`config.mk`:
```
export PLATFORM = sky130hd
export DESIGN_NAME = fxalu_front
export DESIGN_NICKNAME = d
export VERILOG_FILES = /design/src/rtl/assert_macros.svh /design/src/rtl/fxalu_pkg.sv /design/src/rtl/fxalu_front.sv
export SDC_FILE = /design/constraint.sdc
export NUM_CORES = 1
export LEC_CHECK = 0
export BUFFER_PORTS_ARGS = -buffer_cell sky130_fd_sc_hd__buf_2
export CAP_MARGIN = 0
export CORE_ASPECT_RATIO = 0.8
export CORE_MARGIN = 2
export CORE_UTILIZATION = 25
export DETAILED_ROUTE_END_ITERATION = 7
export PLACE_DENSITY_LB_ADDON = 0.12
export SLEW_MARGIN = 10
export SYNTH_ARGS = -nofsm -noshare
export SYNTH_HDL_FRONTEND = slang
export SYNTH_SLANG_ARGS = --single-unit
```
`constraint.sdc`:
```
create_clock -name clk -period 3.56 [get_ports clk]
set_input_delay 0.178 -clock clk [delete_from_list [all_inputs] [get_ports clk]]
set_output_delay 0.178 -clock clk [all_outputs]
set_load 0.1 [all_outputs]
```
`src/rtl/assert_macros.svh`:
```
// Assertion macros used by the fixed-point ALU back end.
`ifndef ASSERT_MACROS_SVH
`define ASSERT_MACROS_SVH
// Implication checked at every clock edge outside reset.
`define ASSERT_IMPL(label, clk, rst, ante, cons, msg) \
  label: assert property (@(posedge clk) disable iff (rst) (ante) |-> (cons)) \
    else $error(msg);
// Next-cycle implication checked outside reset.
`define ASSERT_NEXT(label, clk, rst, ante, cons, msg) \
  label: assert property (@(posedge clk) disable iff (rst) (ante) |=> (cons)) \
    else $error(msg);
`endif

```
`src/rtl/fxalu_pkg.sv`:
```
// Package: command codes, default widths and pipeline constants for the fixed-point ALU.
package fxalu_pkg;
  localparam int WordBits     = 32;
  localparam int FractionBits = 8;
  localparam int FieldBits    = 32;
  localparam int CmdBits      = 4;
  localparam int QueueDepth   = 4;

  typedef enum logic [CmdBits-1:0] {
    CMD_ADD = 4'd0, CMD_SUB = 4'd1, CMD_MUL = 4'd2, CMD_DIV = 4'd3,
    CMD_INC = 4'd4, CMD_DEC = 4'd5, CMD_MIN = 4'd6, CMD_MAX = 4'd7,
    CMD_FROM_INT = 4'd8, CMD_TO_INT = 4'd9
  } cmd_t;

  // Operation class chosen by the front end.
  typedef enum logic [1:0] {
    OP_SIMPLE = 2'd0,
    OP_MUL    = 2'd1,
    OP_DIV    = 2'd2
  } op_class_t;
endpackage

```
`src/rtl/fxalu_front.sv`:
```
// Front end: accepts commands, computes the simple ops and classifies mul/div.
module fxalu_front #(
  parameter int WORD_BITS     = fxalu_pkg::WordBits,
  parameter int FRACTION_BITS = fxalu_pkg::FractionBits
) (
  input  logic                                 clk,
  input  logic                                 rst,
  input  logic                                 in_valid,
  output logic                                 in_ready,
  input  logic [fxalu_pkg::CmdBits-1:0]        command,
  input  logic signed [fxalu_pkg::FieldBits-1:0] operand_a,
  input  logic signed [fxalu_pkg::FieldBits-1:0] operand_b,
  output logic                                 f_valid,
  input  logic                                 f_ready,
  output fxalu_pkg::op_class_t                 f_class,
  output logic [WORD_BITS-1:0]                 f_a,
  output logic [WORD_BITS-1:0]                 f_b,
  output logic [WORD_BITS-1:0]                 f_simple
);
  localparam int W = WORD_BITS;
  logic signed [W-1:0] a_w, b_w;
  logic [W-1:0] simple_next;
  fxalu_pkg::op_class_t class_next;
  logic accept;

  // Sign-extend or wrap the 32-bit fields to the word.
  always_comb begin
    if (W >= fxalu_pkg::FieldBits) begin
      a_w = W'(operand_a);
      b_w = W'(operand_b);
    end else begin
      a_w = operand_a[W-1:0];
      b_w = operand_b[W-1:0];
    end
  end

  always_comb begin
    simple_next = '0;
    class_next = fxalu_pkg::OP_SIMPLE;
    case (command)
      fxalu_pkg::CMD_ADD:      simple_next = a_w + b_w;
      fxalu_pkg::CMD_SUB:      simple_next = a_w - b_w;
      fxalu_pkg::CMD_MUL:      class_next = fxalu_pkg::OP_MUL;
      fxalu_pkg::CMD_DIV:      class_next = fxalu_pkg::OP_DIV;
      fxalu_pkg::CMD_INC:      simple_next = a_w + W'(1);
      fxalu_pkg::CMD_DEC:      simple_next = a_w - W'(1);
      fxalu_pkg::CMD_MIN:      simple_next = (a_w < b_w) ? a_w : b_w;
      fxalu_pkg::CMD_MAX:      simple_next = (b_w < a_w) ? a_w : b_w;
      fxalu_pkg::CMD_FROM_INT: simple_next = a_w <<< FRACTION_BITS;
      fxalu_pkg::CMD_TO_INT:   simple_next = a_w >>> FRACTION_BITS;
      default:                 simple_next = '0;
    endcase
  end

  assign in_ready = !f_valid || f_ready;
  assign accept   = in_valid && in_ready;

  always_ff @(posedge clk) begin
    if (rst) begin
      f_valid <= 1'b0;
    end else if (in_ready) begin
      f_valid <= in_valid;
    end
    if (accept) begin
      f_class  <= class_next;
      f_a      <= a_w;
      f_b      <= b_w;
      f_simple <= simple_next;
    end
  end
endmodule

```
-- Word level (Yosys, flattened, before mapping)
Index checks and enable logic that the tools add are counted.
W data, S select, Z words.
- flip-flop bits (word level): 99
- latch bits: 0
- RAM bits: 0
- ROM bits: 0
- output and inout bits: 100
- word-level logic and storage cells: 28
- memories: 0
- $add $sub $neg: 4
- multiply operators: 0
- divide/modulo/power cells: 0
- magnitude comparators: 2
- equality and inequality tests: 9
- shift-type cells: 0
- multiplexer cells: 4
- bitwise logic cells: 0
- reductions and logical operators: 4
- operator list (kind ; number):
    $pmux W32 S8 ; 1
    $lt A32 B32 Y1 ; 2
    $mux W32 ; 2
    $add A32 B2 Y32 const B ; 1
    $add A32 B32 Y32 ; 1
    $sub A32 B2 Y32 const B ; 1
    $sub A32 B32 Y32 ; 1
    $eq A4 B3 Y1 const B ; 4
    $eq A4 B2 Y1 const B ; 2
    $eq A4 B4 Y1 const B ; 2
    $eq A4 B1 Y1 const B ; 1
    $logic_not A4 Y1 ; 1
    $pmux W2 S2 ; 1
    $logic_and A1 B1 Y1 ; 1
    $logic_not A1 Y1 ; 1
    $logic_or A1 B1 Y1 ; 1

-- Longest topological paths before layout
- word-level depth: 3
- depth in mapped cells: 19
- gate-level depth less buffers: 19

-- Least setup slack after synthesis
OpenSTA, ideal clock, no wires.
- path kind: register to register
- from: register f_valid
- to: register f_a[0], enable pin
- library setup time: 467 ps
- data arrival time: 3948 ps
- required time: 3093 ps
- path slack: -855 ps
- cell stages (with the launch flop): 3
- path buffers: 0
- period minus slack after synthesis: 4415 ps
- cell sequence: dfxtp_1 nand2b_1 and2_1
- word-level cells in the longest chain between the ends: 3
- RTL lines (what ; RTL line ; RTL):
    from (decl) ; fxalu_front.sv:13 ; output logic f_valid,
    from (signal assigned) ; fxalu_front.sv:62 ; f_valid <= in_valid;
    $logic_not A1 Y1 ; fxalu_front.sv:55 ; assign in_ready = !f_valid || f_ready;
    $logic_or A1 B1 Y1 ; fxalu_front.sv:55 ;
    net in_ready ; fxalu_front.sv:9 ; output logic in_ready,
    $logic_and A1 B1 Y1 ; fxalu_front.sv:56 ; assign accept = in_valid && in_ready;
    net accept ; fxalu_front.sv:24 ; logic accept;
    to (signal assigned) ; fxalu_front.sv:66 ; f_a <= a_w;
    to (decl) ; fxalu_front.sv:16 ; output logic [WORD_BITS-1:0] f_a,
The timed path passes the listed nets, and every way through them passes these cells.
A chain may end at the register's enable or synchronous reset.

-- Worst setup path in the final report
- from: input operand_b[4] (netlist name)
- to: register f_simple[31], data pin
- word-level cells in the longest chain between the ends: 3
- RTL lines (what ; RTL line ; RTL):
    from (decl) ; fxalu_front.sv:12 ; input logic signed [fxalu_pkg::FieldBits-1:0] operand_b,
    $lt A32 B32 Y1, on equally long branches ; fxalu_front.sv:48, fxalu_front.sv:47 ;
    $mux W32, on equally long branches ; fxalu_front.sv:48, fxalu_front.sv:47 ;
    $pmux W32 S8 (*) ; fxalu_front.sv:40 ; case (command)
    net simple_next[31] ; fxalu_front.sv:22 ; logic [W-1:0] simple_next;
    to (signal assigned) ; fxalu_front.sv:68 ; f_simple <= simple_next;
    to (decl) ; fxalu_front.sv:18 ; output logic [WORD_BITS-1:0] f_simple
Mark *: on every way through the listed nets, which the timed path passes. The rest lies on a longest branch.

==> implementation parameters <==
Parameter                              Value

CTS
  Maximum number of buffers from clock root to sink ... 2
  Number of clock sinks ... 99
  Depth of the CTS H-tree ... 3
  Master cell of the clock root buffer ... clkbuf_16
  TritonCTS Buffers ... 9
  Clock Latency Late Sink ... 0.36 ns
  CTS tree ... yes
  CTS clock-pin slew for the worst setup and hold paths ... 0.08 ns

Worst hold path
  Type of the tightest min-delay check ... input pin to flip-flop
  Hold Path Cell Cnt ... 1

STA
  Period utilisation layout ... 1.04
  Final count of pins violating max slew ... 0
  Unrepaired setup endpoints after global routing ... true
  Tmin final ... 3.71 ns
  Highest achievable clock rate ... 270 MHz
  Final hold violations ... 0
  Worst rel slew slack ... 0.412
  Final worst setup slack ... -0.146 ns
  Layout Skew ... 0.00732 ns
  Total setup violations reported at the end of the flow ... 5
  Transition time of the tightest slew-check pin ... 0.881 ns

Die
  Die area ... around 0.034 mm2
  Die Height ... between 150 and 200 um
  Floorplan row count ... 59
  Effective utilization at floorplan ... 0.254
  Die width ... 207 um
  Number of ports placed on the die boundary ... 172
  Area of the core ... 0.0325 mm2

Cells and area
  Layout cell share with drive strength beyond 1 ... 0.382
  Area taken by multi-input logic gates ... 0.00529 mm2
  Summed area of non-filler cells in the final layout ... 0.0119 mm2
  # fillers ... 3318
  Area used by sequential logic in the layout ... about 0.0030 mm2
  Total number of nets in the final design ... 1388
  Final non-filler cell total ... roughly 1700
  Layout overhead on the synthesized area ... 44.9%
  Antenna fix cells ... 0

Place
  Setup Slack @ Placement ... -0.638 ns
  Instance count after placement with tap cells included ... around 1700
  Placer Congestion ... 0.927
  Number of buffers added on ports ... 171
  Placed Instance Area ... between 0.01 and 0.015 mm2
  Post-detail-place hpwl ... 29400 um

Worst setup path
  Startpoint type of the worst setup path ... input pin
  Cell at the slowest stage of the critical path ... or3_4
  R2R Path End ... f_simple[27]$_DFFE_PP_
  Crit Path Category ... input pin to flip-flop
  Reg2reg path depth ... 3
  Critical path startpoint ... operand_b[4]
  R2R setup slack ... between 1.5 and 2 ns
  Maximum cell stage delay along the critical path ... 0.43 ns
  Worst setup EP type ... flip-flop
  Launch instance of the worst register-to-register path ... f_valid$_SDFFE_PP0N_
  Crit path to ... f_simple[31]$_DFFE_PP_
  Cells along the critical path ... buf_6 > nor4_4 > nand3_2 > or3_4 > nor2_4 > nand3_1 > xnor2_1 > o21ai_0 > ha_1 > a21o_1 > a21o_1 > a21oi_1 > o21ai_0 > a21oi_1 > o31ai_2 > a21oi_2 > xnor2_1 > a221o_1
  Arrival time at the worst endpoint ... around 3.8 ns
  Critical path fanouts, max ... 4
  Crit path required time ... 3.67 ns

Drt
  Detailed Route WL ... roughly 37000 um
  Average vias per placed instance ... roughly 5
  Number of design-rule violations left by the first detailed-router iteration ... 868
  Routed len/inst ... 22.2 um
  Drc violations ... 0
  Drt first pass iters ... 7
  Final antenna-violating net count ... 0
  Via Count ... 8636

Synth
  Warnings from Yosys ... 0
  Mapped Nets ... 1016
  Flip-flop cell with the highest count after synthesis ... edfxtp_1
  Avg Cell Area, Syn ... between 9 and 10 um2
  Sequential fraction of the synthesis area ... 0.359
  Post-synthesis cell count ... 878
  Number of synthesized register bits ... between 90 and 100
  Distinct cells, synth ... 69
  Post-Syn Area ... 0.00825 mm2
  Number of flops mapped to enable cells by yosys ... just under 100
  Synth async-reset ratio ... 0

GRT
  Via count of the first global-routing pass ... 8353
  First-pass GRT wire length ... 55100 um
  Initial antenna violation count ... 1
  Pin count of the biggest net entering global routing ... 57
  Final global-route overflow total ... 0
  Global-route total usage across every layer ... 0.212

Status
  Violations in the final reports ... negative setup slack
  Result of the run ... finished with violations

Power and ir drop
  Cell area power density ... 403 mW/mm2
  Worst-case vdd ir drop ... between 0.00015 and 0.0002 V
  Standby leakage power ... 5.15 nW

Run
  Max-cap viol count ... 0
[worst min path at each step]
stage                                end  slack, ns     startpoint
floorplan           f_valid$_SDFFE_PP0N_       0.25            rst
global placement    f_valid$_SDFFE_PP0N_       0.33            rst
detailed placement  f_valid$_SDFFE_PP0N_       0.34            rst
CTS                 f_valid$_SDFFE_PP0N_       0.03       in_valid
global route           f_b[31]$_DFFE_PP_       0.03  operand_b[31]
finish                 f_b[31]$_DFFE_PP_       0.05  operand_b[31]
[power by group]
part	internal, mW	switching, mW
clock	0.567	0.525
sequential	1.39	0.0269
combinational	0.773	1.54
total	2.73	2.09
[cells in the mapped netlist (22+ instances only)]
master	instances	area, um2
edfxtp_1	98	2940
o21ai_0	83	415
ha_1	64	801
a21oi_1	63	315
xnor2_1	62	543
nand2_1	57	214
inv_1	53	199
nor2_1	44	165
a21o_1	25	188
clkbuf_1	25	93.8
nand3_1	25	125
xor2_1	22	193
[layout make-up]
class / count / share of cell area
Sequential cell: 99 / 0.248
Clock buffer: 9 / 0.0188
Multi-Input combinational cell: 690 / 0.443
Clock inverter: 7 / 0.00775
Timing Repair Buffer: 397 / 0.221
Tap cell: 427 / 0.0447
Inverter: 53 / 0.0166
[layout by cell type (no fill, tap or decap), types with 6 or more instances in the layout]
cell type,netlist,routed
a211o_1,6,6
a21o_1,25,25
a21oi_1,63,59
a221o_1,20,20
a221oi_1,9,6
a222oi_1,18,18
a22oi_1,12,11
and3_1,14,12
buf_12,0,6
buf_2,4,169
buf_4,2,218
clkbuf_16,0,9
edfxtp_1,98,98
ha_1,64,62
inv_1,53,53
nand2_1,57,56
nand2b_1,6,6
nand3_1,25,24
nand4_1,12,12
nor2_1,44,40
nor2b_1,9,6
nor3_1,20,13
nor3_2,0,7
nor4_1,12,7
o21a_1,10,10
o21ai_0,83,58
o21ai_1,2,23
o21bai_1,8,8
xnor2_1,62,60
xor2_1,22,19
[cells by family after synthesis]
family,Yosys count,share of synthesized area
AO/OA/AOI/OAI,312,0.262
AND/OR/NAND/NOR,224,0.136
flip-flops,99,0.359
buffers and inverters,89,0.0457
XOR/XNOR,85,0.0912
adder cells (fa/ha/maj),66,0.102
multiplexers,3,0.00379
[flip-flops by register name (all words and copies together), names as in the netlist]
signal,cells
f_a,32
f_b,32
f_class,2
f_simple,32
f_valid,1
[what timing repair did]
action | 4_1_cts | 5_1_grt
gates resized for setup | 38 | 44
endpoints found under the setup margin | 15 | 23
hold buffers | 1 | 0
buffers inserted | 5 | 2
endpoints found under the hold margin | 1 | 0
pin swaps | 15 | 18
[routing by layer]
| metal | vias to the layer above | GRT usage | routed length [um] |
|---|---|---|---|
| met2 | 349 | 0.281 | 14300 |
| met5 | - | 0 | 0 |
| li1 | 4127 | - | - |
| met3 | 30 | 0.0366 | 2800 |
| met4 | 0 | 0.0416 | 510 |
| met1 | 4130 | 0.347 | 19600 |
[per-stage QoR]
stage          power [mW]  hold slack (ns)  setup TNS, ns   util
6_report             4.82           0.0465         -0.334  0.368
5_1_grt              5.04           0.0301          -2.74  0.368
4_1_cts              4.78           0.0312         -0.288  0.362
3_5_place_dp         3.63            0.341         -11.68  0.347
3_3_place_gp         3.65            0.333         -11.99  0.347
2_1_floorplan        2.86            0.247         -0.271      -
[worst max-delay path: cells and delay by family]
| family | cells | cell delay (ns) |
|---|---|---|
| AOI/OAI and AO/OA | 9 | 1.68 |
| xor gates and xnor gates | 2 | 0.33 |
| adders and majority gates | 1 | 0.34 |
| buffers and inverters | 1 | 0.10 |
| and+or+nand+nor | 5 | 1.20 |
Power figures use the tool's default switching activity.
