File: src/rtl/assert_macros.svh
// Assertion macros used by the fixed-point ALU back end.
`ifndef ASSERT_MACROS_SVH
`define ASSERT_MACROS_SVH
// Implication checked at every clock edge outside reset.
`define ASSERT_IMPL(label, clk, rst, ante, cons, msg) \
  label: assert property (@(posedge clk) disable iff (rst) (ante) |-> (cons)) \
    else $error(msg);
// Next-cycle implication checked outside reset.
`define ASSERT_NEXT(label, clk, rst, ante, cons, msg) \
  label: assert property (@(posedge clk) disable iff (rst) (ante) |=> (cons)) \
    else $error(msg);
`endif

File: src/rtl/fxalu_pkg.sv
// Package: command codes, default widths and pipeline constants for the fixed-point ALU.
package fxalu_pkg;
  localparam int WordBits     = 32;
  localparam int FractionBits = 8;
  localparam int FieldBits    = 32;
  localparam int CmdBits      = 4;
  localparam int QueueDepth   = 4;

  typedef enum logic [CmdBits-1:0] {
    CMD_ADD = 4'd0, CMD_SUB = 4'd1, CMD_MUL = 4'd2, CMD_DIV = 4'd3,
    CMD_INC = 4'd4, CMD_DEC = 4'd5, CMD_MIN = 4'd6, CMD_MAX = 4'd7,
    CMD_FROM_INT = 4'd8, CMD_TO_INT = 4'd9
  } cmd_t;

  // Operation class chosen by the front end.
  typedef enum logic [1:0] {
    OP_SIMPLE = 2'd0,
    OP_MUL    = 2'd1,
    OP_DIV    = 2'd2
  } op_class_t;
endpackage

File: src/rtl/fxalu_queue.sv
// Short FIFO between front and back end.
module fxalu_queue #(
  parameter int WORD_BITS = fxalu_pkg::WordBits,
  parameter int DEPTH     = fxalu_pkg::QueueDepth
) (
  input  logic                 clk,
  input  logic                 rst,
  input  logic                 wr_valid,
  output logic                 wr_ready,
  input  fxalu_pkg::op_class_t wr_class,
  input  logic [WORD_BITS-1:0] wr_a,
  input  logic [WORD_BITS-1:0] wr_b,
  input  logic [WORD_BITS-1:0] wr_simple,
  output logic                 rd_valid,
  input  logic                 rd_ready,
  output fxalu_pkg::op_class_t rd_class,
  output logic [WORD_BITS-1:0] rd_a,
  output logic [WORD_BITS-1:0] rd_b,
  output logic [WORD_BITS-1:0] rd_simple
);
  localparam int AW = (DEPTH > 1) ? $clog2(DEPTH) : 1;
  fxalu_pkg::op_class_t q_class [DEPTH];
  logic [WORD_BITS-1:0] q_a [DEPTH];
  logic [WORD_BITS-1:0] q_b [DEPTH];
  logic [WORD_BITS-1:0] q_s [DEPTH];
  logic [AW-1:0] wr_ptr, rd_ptr;
  logic [AW:0] count;
  logic push, pop;

  assign wr_ready = count != (AW+1)'(DEPTH);
  assign rd_valid = count != '0;
  assign push = wr_valid && wr_ready;
  assign pop  = rd_valid && rd_ready;
  assign rd_class  = q_class[rd_ptr];
  assign rd_a      = q_a[rd_ptr];
  assign rd_b      = q_b[rd_ptr];
  assign rd_simple = q_s[rd_ptr];

  always_ff @(posedge clk) begin
    if (rst) begin
      wr_ptr <= '0;
      rd_ptr <= '0;
      count  <= '0;
    end else begin
      if (push) begin
        wr_ptr <= (wr_ptr == AW'(DEPTH-1)) ? '0 : wr_ptr + AW'(1);
      end
      if (pop) begin
        rd_ptr <= (rd_ptr == AW'(DEPTH-1)) ? '0 : rd_ptr + AW'(1);
      end
      if (push && !pop) begin
        count <= count + (AW+1)'(1);
      end else if (pop && !push) begin
        count <= count - (AW+1)'(1);
      end
    end
    if (push) begin
      q_class[wr_ptr] <= wr_class;
      q_a[wr_ptr]     <= wr_a;
      q_b[wr_ptr]     <= wr_b;
      q_s[wr_ptr]     <= wr_simple;
    end
  end
endmodule

File: config.mk
export PLATFORM = sky130hd
export DESIGN_NAME = fxalu_queue
export DESIGN_NICKNAME = d
export VERILOG_FILES = /design/src/rtl/assert_macros.svh /design/src/rtl/fxalu_pkg.sv /design/src/rtl/fxalu_queue.sv
export SDC_FILE = /design/constraint.sdc
export NUM_CORES = 1
export LEC_CHECK = 0
export BUFFER_PORTS_ARGS = -buffer_cell sky130_fd_sc_hd__buf_4
export CAP_MARGIN = 20
export CORE_MARGIN = 2
export CORE_UTILIZATION = 53
export CTS_BUF_LIST = sky130_fd_sc_hd__clkbuf_8
export DETAILED_ROUTE_END_ITERATION = 8
export GPL_ROUTABILITY_DRIVEN = 0
export PLACE_DENSITY = 0.89
export SETUP_SLACK_MARGIN = 0.02
export SYNTH_ARGS = -nofsm -noshare
export SYNTH_HDL_FRONTEND = slang
export SYNTH_SLANG_ARGS = --single-unit
File: constraint.sdc
create_clock -name clk -period 2.5 [get_ports clk]
set_input_delay 0.5 -clock clk [delete_from_list [all_inputs] [get_ports clk]]
set_output_delay 0.5 -clock clk [all_outputs]
set_load 0.005 [all_outputs]
---- Yosys cells after proc, flatten, opt, wreduce, memory -nomap -nowiden ----
Memory sizes are Yosys's and may differ from the RTL's. A register that Yosys moved wholly into a read port is not among the register bits.
Index checks and enable logic that the tools add are counted.
storage, ports and cells
  memories kept ........................... 4
  RAM bits ................................ 392
  output and inout port bits .............. 100
  register bits after elaboration ......... 7
  logic and storage cells ................. 36
  memory bits (read-only) ................. 0
  bits of input ports ..................... 102
  bits in latches ......................... 0
operators by class
  reductions and logical operators ........ 8
  add/subtract/negate cells ............... 4
  muxes and demuxes ....................... 14
  order comparisons ....................... 0
  bitwise operators ....................... 0
  equality and inequality tests ........... 3
  divide/modulo/power cells ............... 0
  multiply operators ...................... 0
  shift operators ......................... 0
memory list
  name     words  width  rd ports  clocked after Yosys merged registers in  write ports  RTL line           text
  q_a      4      32     1         1                                        1            fxalu_queue.sv:23  logic [WORD_BITS-1:0] q_a [DEPTH];
  q_b      4      32     1         1                                        1            fxalu_queue.sv:24  logic [WORD_BITS-1:0] q_b [DEPTH];
  q_s      4      32     1         1                                        1            fxalu_queue.sv:25  logic [WORD_BITS-1:0] q_s [DEPTH];
  q_class  4      2      1         1                                        1            fxalu_queue.sv:22  fxalu_pkg::op_class_t q_class [DEPTH];
operators with widths
  operator               number
  $mux W2                10
  $mux W3                2
  $add A2 B1 Y2 const B  2
  $eq A2 B2 Y1 const B   2
  $logic_and A1 B1 Y1    4
  $add A3 B1 Y3 const B  1
  $ne A3 B3 Y1 const B   1
  $reduce_bool A3 Y1     1
  $sub A3 B1 Y3 const B  1
  $logic_not A1 Y1       2
  $mux W1                2
  $reduce_bool A2 Y1     1

---- Depth between registers and ports, before layout ----
Gate-level depths: netlist of run 1.
  depth after elaboration ................. 6
  mapped depth ............................ 9
  gate-level depth less buffers ........... 8

---- Worst setup path before layout of run 1 ----
Ideal clock, no wire load.
  kind .................................... register to register
  start ................................... register count[0]
  end ..................................... memory q_a[0][0] (netlist name) (enable)
  required time ........................... 2.087 ns
  path slack .............................. 0.136 ns
  arrival time ............................ 1.952 ns
  setup time .............................. 0.413 ns
  path buffers ............................ 1
  clock period less this slack ............ 2.364 ns
  stages on the path, launching flop included .. 4
  cell sequence ........................... dfxtp_1 -> or3b_1 -> clkbuf_2 -> and3_2
on the way
  word-level cells in the longest chain between the ends .. 4
ends and longest elaborated chain
  what                           RTL line           text
  start: declaration             fxalu_queue.sv:27  logic [AW:0] count;
  start signal: assignment       fxalu_queue.sv:52  count <= count + (AW+1)'(1);
  start signal: assignment       fxalu_queue.sv:54  count <= count - (AW+1)'(1);
  $ne A3 B3 Y1                   fxalu_queue.sv:30  assign wr_ready = count != (AW+1)'(DEPTH);
  via wr_ready                   fxalu_queue.sv:9   output logic wr_ready,
  $logic_and A1 B1 Y1            fxalu_queue.sv:32  assign push = wr_valid && wr_ready;
  $mux W1                        fxalu_queue.sv:57  if (push) begin
  $mux W1 (implied by the code)  fxalu_queue.sv:59  q_a[wr_ptr] <= wr_a;
  end: declaration               fxalu_queue.sv:23
The timed path passes the listed nets, and every way through them passes these cells.

==> results.yml, run 1 <==
grt:
  antenna_found_initial: 1
  grt_max_degree: 64
  grt_pass1_vias: 7317
  grt_pass1_wl_mm: 43.4
  overflow: 0
  track_usage_pct: 20.4
sta:
  relSlewSlack_pct: 63.3
  setup_viol: 9
  finClkSkew_ns: 0.0204
  whs_ns: 0.109
  hold_viol: 0
  rsz0062_at_grt: "yes"
  finalWorstSetupSlack_ns: -0.0242
  min_period_ns: 2.52
  fin_tns_setup_ns: -0.0865
  period_share_pct: 101
  tightestPinTransition_ns: 0.551
  finalMaxSlewViolations: 0
  fmax_mhz: 396
layout:
  area_delta_synth_final_pct: 26.2
  multi_input_area_sq_mm: 0.00251
  final_nets: 943
  finalInstanceArea_sq_mm: 0.0184
  seqCellArea_sq_mm: 0.0120
  n_fill_cell: 1622
  drive_above_1_share_pct: 47.6
  instances_no_fill: 1212
clocking:
  cts.sinks: 401
  htreeDepth: 2
  cts_root_buf: "clkbuf_8"
  cts_buffers: 61
  hold_buffers: 0
  cts_max_path_buffers: 3
  clkTransAtPathRegs_ns: 0.06
  cts_tree: "done"
  clock_latency_ns: 0.60
synth:
  syn-num-nets: 669
  yosys.area_share.simple_pct: 0.729
  yosysTopAreaCell: "edfxtp_1"
  synth.avg_cell_area_sq_um: 26.1
  yosysWarnings: 0
  synth_area_leaders: "edfxtp_1, mux4_2, dfxtp_1"
  synth-seq-area-share_pct: 81.9
  synth_compound_gate_area_share_pct: 0.240
  synth_fa_ha_area_share_pct: 0.652
  synth_mux_area_share_pct: 15.3
  synth_top_area_share_pct: 80.7
  synth_top_family_by_area: "multiplexers"
  syn_inst: 560
  ys_types: 26
  ys_seq_elements: 401
  syn_area_sq_mm: 0.0146
  synthXorXnorAreaFrac_pct: 0.120
floorplan:
  coreArea_sq_mm: 0.0270
  die-width_um: 170
  io_pins: 202
  placementRows: 60
  start_util_pct: 54.0
  die_area_sq_mm: 0.0289
  die_y_um: 170
drt:
  ant_nets: 0
  drt-initial-drc-count: 585
  wl_mm: 30.2
  avgViaCountPerCell: 5.67
  wl_per_cell_um: 24.9
  drt_pass1_iterations: 4
  drc_errors: 0
  vias: 6877
setup_path:
  r2r_setup_slack_ns: 0.17
  critPathKind: "reg -> out"
  worst_ep_arrival_time_ns: 2.02
  path_delay_family: "multiplexers"
  crit_buf_inv: 3
  cpMaxStageDelayCell: "mux4_2"
  critical_path.max_fanout: 10
  cpPeakStageDelay_ns: 0.56
  cp-end-kind: "output port"
  startpoint_type: "flip-flop"
  cp.required_ns: 2.00
  crit_chain: "buf_12 -> buf_16 -> mux4_2 -> buf_6"
power:
  leakage_nw: 6.29
  intPower_mw: 13.1
  comb_power_share_pct: 26.2
  pwr-share-clk_pct: 25.9
  switching_share_pct: 25.3
  switchingPower_mw: 4.41
  pwr-share-seq_pct: 47.9
  powerDensity_mw_per_mm2: 948
  peakVddDrop_v: 0.000704
min_path:
  worstHoldPathType: "in -> reg"
placed_design:
  post_dp_cell_area_sq_mm: 0.0167
  post-place-cells: 1095
  portBuffers: 201
  dpl_worst_slack_ns: 0.146
  dp_hpwl_mm: 17.0
job:
  drv_cap: 0
outcome:
  violations: "setup timing"
  status: "finished with violations"
## final timing paths
kind / from / cells after the start / endpoint
worst max register to register: count[0] / 8 / count[2]
worst min register to register: wr_ptr[1] / 2 / wr_ptr[1]
worst min-delay path: wr_a[7] / 1 / q_a[1][7]
worst max-delay path: flip-flop / 4 / rd_simple[31]
## final cells by class
class	count	area share, %
sequential	401	64.9
multi-input combinational	132	13.6
timing repair buffer	235	13.6
clock buffer	61	4.56
tap	341	2.32
clock inverter	38	0.863
inverter	3	0.0611
antenna	1	0.0136
## metal layers
| layer | track usage (%) | vias to the layer above | wire length (um) |
|---|---|---|---|
| li1 | - | 2967 | - |
| met1 | 26.1 | 3581 | 11600 |
| met2 | 34.1 | 282 | 15400 |
| met3 | 6.33 | 47 | 2570 |
| met4 | 6.35 | 0 | 582 |
| met5 | 0 | - | 0 |
## flip-flops by register name (all words and copies together), names as in the netlist, named ones only
name     cells
q_b        128
q_s        128
count        3
q_a        128
q_class      8
rd_ptr       2
wr_ptr       2
## per-stage QoR
stage          power [mW]  util [%]
6_report             17.5      68.1
3_3_place_gp         12.0      61.7
2_1_floorplan        10.4         -
4_1_cts              17.4      67.5
3_5_place_dp         12.2      61.7
5_1_grt              18.2      68.1
## power by group through the flow
stage,registers [mW],logic (mW),clock network (mW)
2_1_floorplan,8.41,1.95,0
3_3_place_gp,8.43,3.60,0
3_5_place_dp,8.49,3.68,0
4_1_cts,8.36,4.46,4.62
5_1_grt,8.42,4.87,4.92
6_report,8.37,4.58,4.52
## cells by family after synthesis
logic type | count (synthesis)
flip-flops | 401
multiplexers | 101
buffers and inverters | 27
AND/OR/NAND/NOR | 17
adder cells (fa/ha/maj) | 7
AO/OA/AOI/OAI | 5
XOR/XNOR | 2
## synthesized netlist by cell type
cell,n
a21oi_1,2
and2_4,1
and3_2,4
buf_2,11
buf_6,4
clkbuf_1,8
clkbuf_2,1
dfxtp_1,9
edfxtp_1,392
fa_1,1
ha_1,6
inv_1,3
mux2i_1,3
mux4_2,98
nand2_1,1
nand2b_1,2
nand3_1,1
nor2_1,3
nor3_1,1
o21ai_0,1
o31ai_1,1
o31ai_2,1
or3_1,1
or3_2,2
or3b_1,1
xor2_1,2
## cells in the final DEF, fill, tap and decap left out, types with 7 or more instances in the layout
master and count:
edfxtp_1 392, buf_4 133, mux4_2 98, buf_6 73, clkbuf_8 61, inv_1 22, buf_12 13, buf_16 11
clkinv_1 10, clkinv_2 7, dfxtp_1 7
## what timing repair did
item | CTS | global route
cloned | 8 | 5
endpoints found under the setup margin | 87 | 99
setup buffers | 4 | 0
gates resized for setup | 76 | 12
Note: power is estimated with default switching activity, not from simulation.
==> run 2: changes to the inputs <==
--- a/config.mk
+++ b/config.mk
@@ -13,7 +13,7 @@
 export DETAILED_ROUTE_END_ITERATION = 8
 export GPL_ROUTABILITY_DRIVEN = 0
 export PLACE_DENSITY = 0.89
-export SETUP_SLACK_MARGIN = 0.02
+export SETUP_SLACK_MARGIN = 0.15
 export SYNTH_ARGS = -nofsm -noshare
 export SYNTH_HDL_FRONTEND = slang
 export SYNTH_SLANG_ARGS = --single-unit
==> run 2 against run 1 <==
Clock skew shrank 0.0052 ns. Non-clock buffer count grew 3. Utilization grew 0.50 points. Largest cell class unchanged. Maximum frequency grew 0.56%. Largest power group unchanged. Power grew 0.79%. Sequential cell count is the same. The flow still finishes with violations (setup timing).
==> results.yml, run 2 (synthesis results as in run 1) <==
outcome:
  status: "finished with violations"
  violations: "setup timing"
setup_path:
  crit_buf_inv: 3
  cp.required_ns: 2.00
  critPathKind: "reg -> out"
  r2r-start: "count[2]"
  crit_chain: "buf_12 -> buf_16 -> mux4_2 -> buf_6"
  cpMaxStageDelayCell: "mux4_2"
  startpoint_type: "flip-flop"
  path_delay_family: "multiplexers"
  cp-end-kind: "output port"
  worst_ep_arrival_time_ns: 2.01
  cpPeakStageDelay_ns: 0.55
  critical_path.max_fanout: 10
floorplan:
  start_util_pct: 54.0
  die-width_um: 170
  io_pins: 202
  placementRows: 60
  die_y_um: 170
  die_area_sq_mm: 0.0289
  coreArea_sq_mm: 0.0270
layout:
  final_nets: 946
  largestRegisters: "q_a (128), q_b (128), q_s (128)"
  n_fill_cell: 1599
  instances_no_fill: 1215
  area_delta_synth_final_pct: 27.2
  final_common_cell: "edfxtp_1"
  most-common-layout-cells: "edfxtp_1, buf_4, mux4_2, buf_6, clkbuf_8"
  drive_above_1_share_pct: 48.1
  finalInstanceArea_sq_mm: 0.0186
clocking:
  cts_max_path_buffers: 3
  hold_buffers: 0
  cts_root_buf: "clkbuf_8"
  cts_tree: "done"
  cts.sinks: 401
  clock_latency_ns: 0.58
  htreeDepth: 2
  clkTransAtPathRegs_ns: 0.06
  cts_buffers: 61
min_path:
  worstHoldPathType: "in -> reg"
  min_from: "wr_a[7]"
drt:
  ant_nets: 0
  wl_per_cell_um: 24.6
  vias: 6848
  drt-initial-drc-count: 575
  drt_pass1_iterations: 4
  drc_errors: 0
  wl_mm: 29.9
  avgViaCountPerCell: 5.64
power:
  switching_share_pct: 25.1
  peakVddDrop_v: 0.000732
  powerDensity_mw_per_mm2: 949
  intPower_mw: 13.2
  leakage_nw: 6.34
  pwr-share-clk_pct: 25.6
  pwr-share-seq_pct: 47.5
  switchingPower_mw: 4.43
  comb_power_share_pct: 26.9
sta:
  finalWorstSetupSlack_ns: -0.0101
  min_period_ns: 2.51
  finalMaxSlewViolations: 0
  setup_viol: 1
  fmax_mhz: 398
  tightestPinTransition_ns: 0.552
  rsz0062_at_grt: "yes"
  period_share_pct: 100
  finClkSkew_ns: 0.0151
  hold_viol: 0
  relSlewSlack_pct: 63.2
grt:
  grt_max_degree: 64
  track_usage_pct: 20.6
  grt_pass1_wl_mm: 43.8
  overflow: 0
  grt_pass1_vias: 7341
  antenna_found_initial: 1
placed_design:
  portBuffers: 201
  post_dp_cell_area_sq_mm: 0.0167
  dp_hpwl_mm: 17.0
  post-place-cells: 1095
job:
  drv_cap: 0
## run 2: changes by cell type in the layout (fill, tap and decap cells not counted)
cell | before | now
buf_6 | 73 | 87
buf_4 | 133 | 120
dfxtp_1 | 7 | 5
dfxtp_2 | 0 | 2
buf_16 | 11 | 12
bufbuf_16 | 0 | 1
o31ai_2 | 2 | 1
o31ai_4 | 0 | 1
or3b_1 | 1 | 0
or3b_4 | 0 | 1
## run 2: per-layer routing
metal	vias to the layer above	routed length, um	GRT usage (%)
li1	2973	-	-
met1	3547	11600	25.9
met2	283	15300	35.2
met3	45	2470	6.42
met4	0	538	5.76
met5	-	0	0
## run 2: what timing repair did
item	in CTS	in global routing
gates cloned	9	5
resized for setup	92	18
setup buffers	6	0
setup endpoints to repair	99	99
## run 2: per-stage QoR
step | hold WS [ns] | power [mW] | setup slack (ns) | TNS [ns] | utilization (%)
4_1_cts | 0.0692 | 17.6 | -0.0451 | -1.05 | 67.9
5_1_grt | 0.0732 | 18.3 | -0.0954 | -3.89 | 68.6
3_3_place_gp | 0.493 | 12.0 | 0.219 | 0 | 61.7
6_report | 0.114 | 17.6 | -0.0101 | -0.0101 | 68.6
2_1_floorplan | 0.463 | 10.4 | 0.136 | 0 | -
3_5_place_dp | 0.527 | 12.2 | 0.146 | 0 | 61.7
## run 2: final cells by class
cell class	instances	area, sq um	share of cell area [%]
multi-input cells	132	2520	13.6
well taps	341	427	2.30
clock buffers	61	840	4.53
repair buffers	238	2630	14.2
clock inverters	38	159	0.857
inverters	3	11.3	0.0607
flip-flops and latches	401	12000	64.5
diodes	1	2.50	0.0135
## run 2: path summary, 6_finish.rpt
path | endpoint | cells after the start | slack, ns
worst min-delay path | q_a[1][7] | 1 | 0.11
worst max-delay path | rd_simple[22] | 4 | -0.01
worst max register to register | count[2] | 8 | 0.28
worst min register to register | wr_ptr[1] | 2 | 0.54
## run 2: power groups by stage
stage               Combinational, mW  Sequential, mW  Clock [mW]
floorplan                        1.95            8.41           0
global placement                 3.60            8.43           0
detailed placement               3.68            8.49           0
CTS                              4.58            8.35        4.62
global route                     5.02            8.42        4.91
finish                           4.73            8.37        4.51
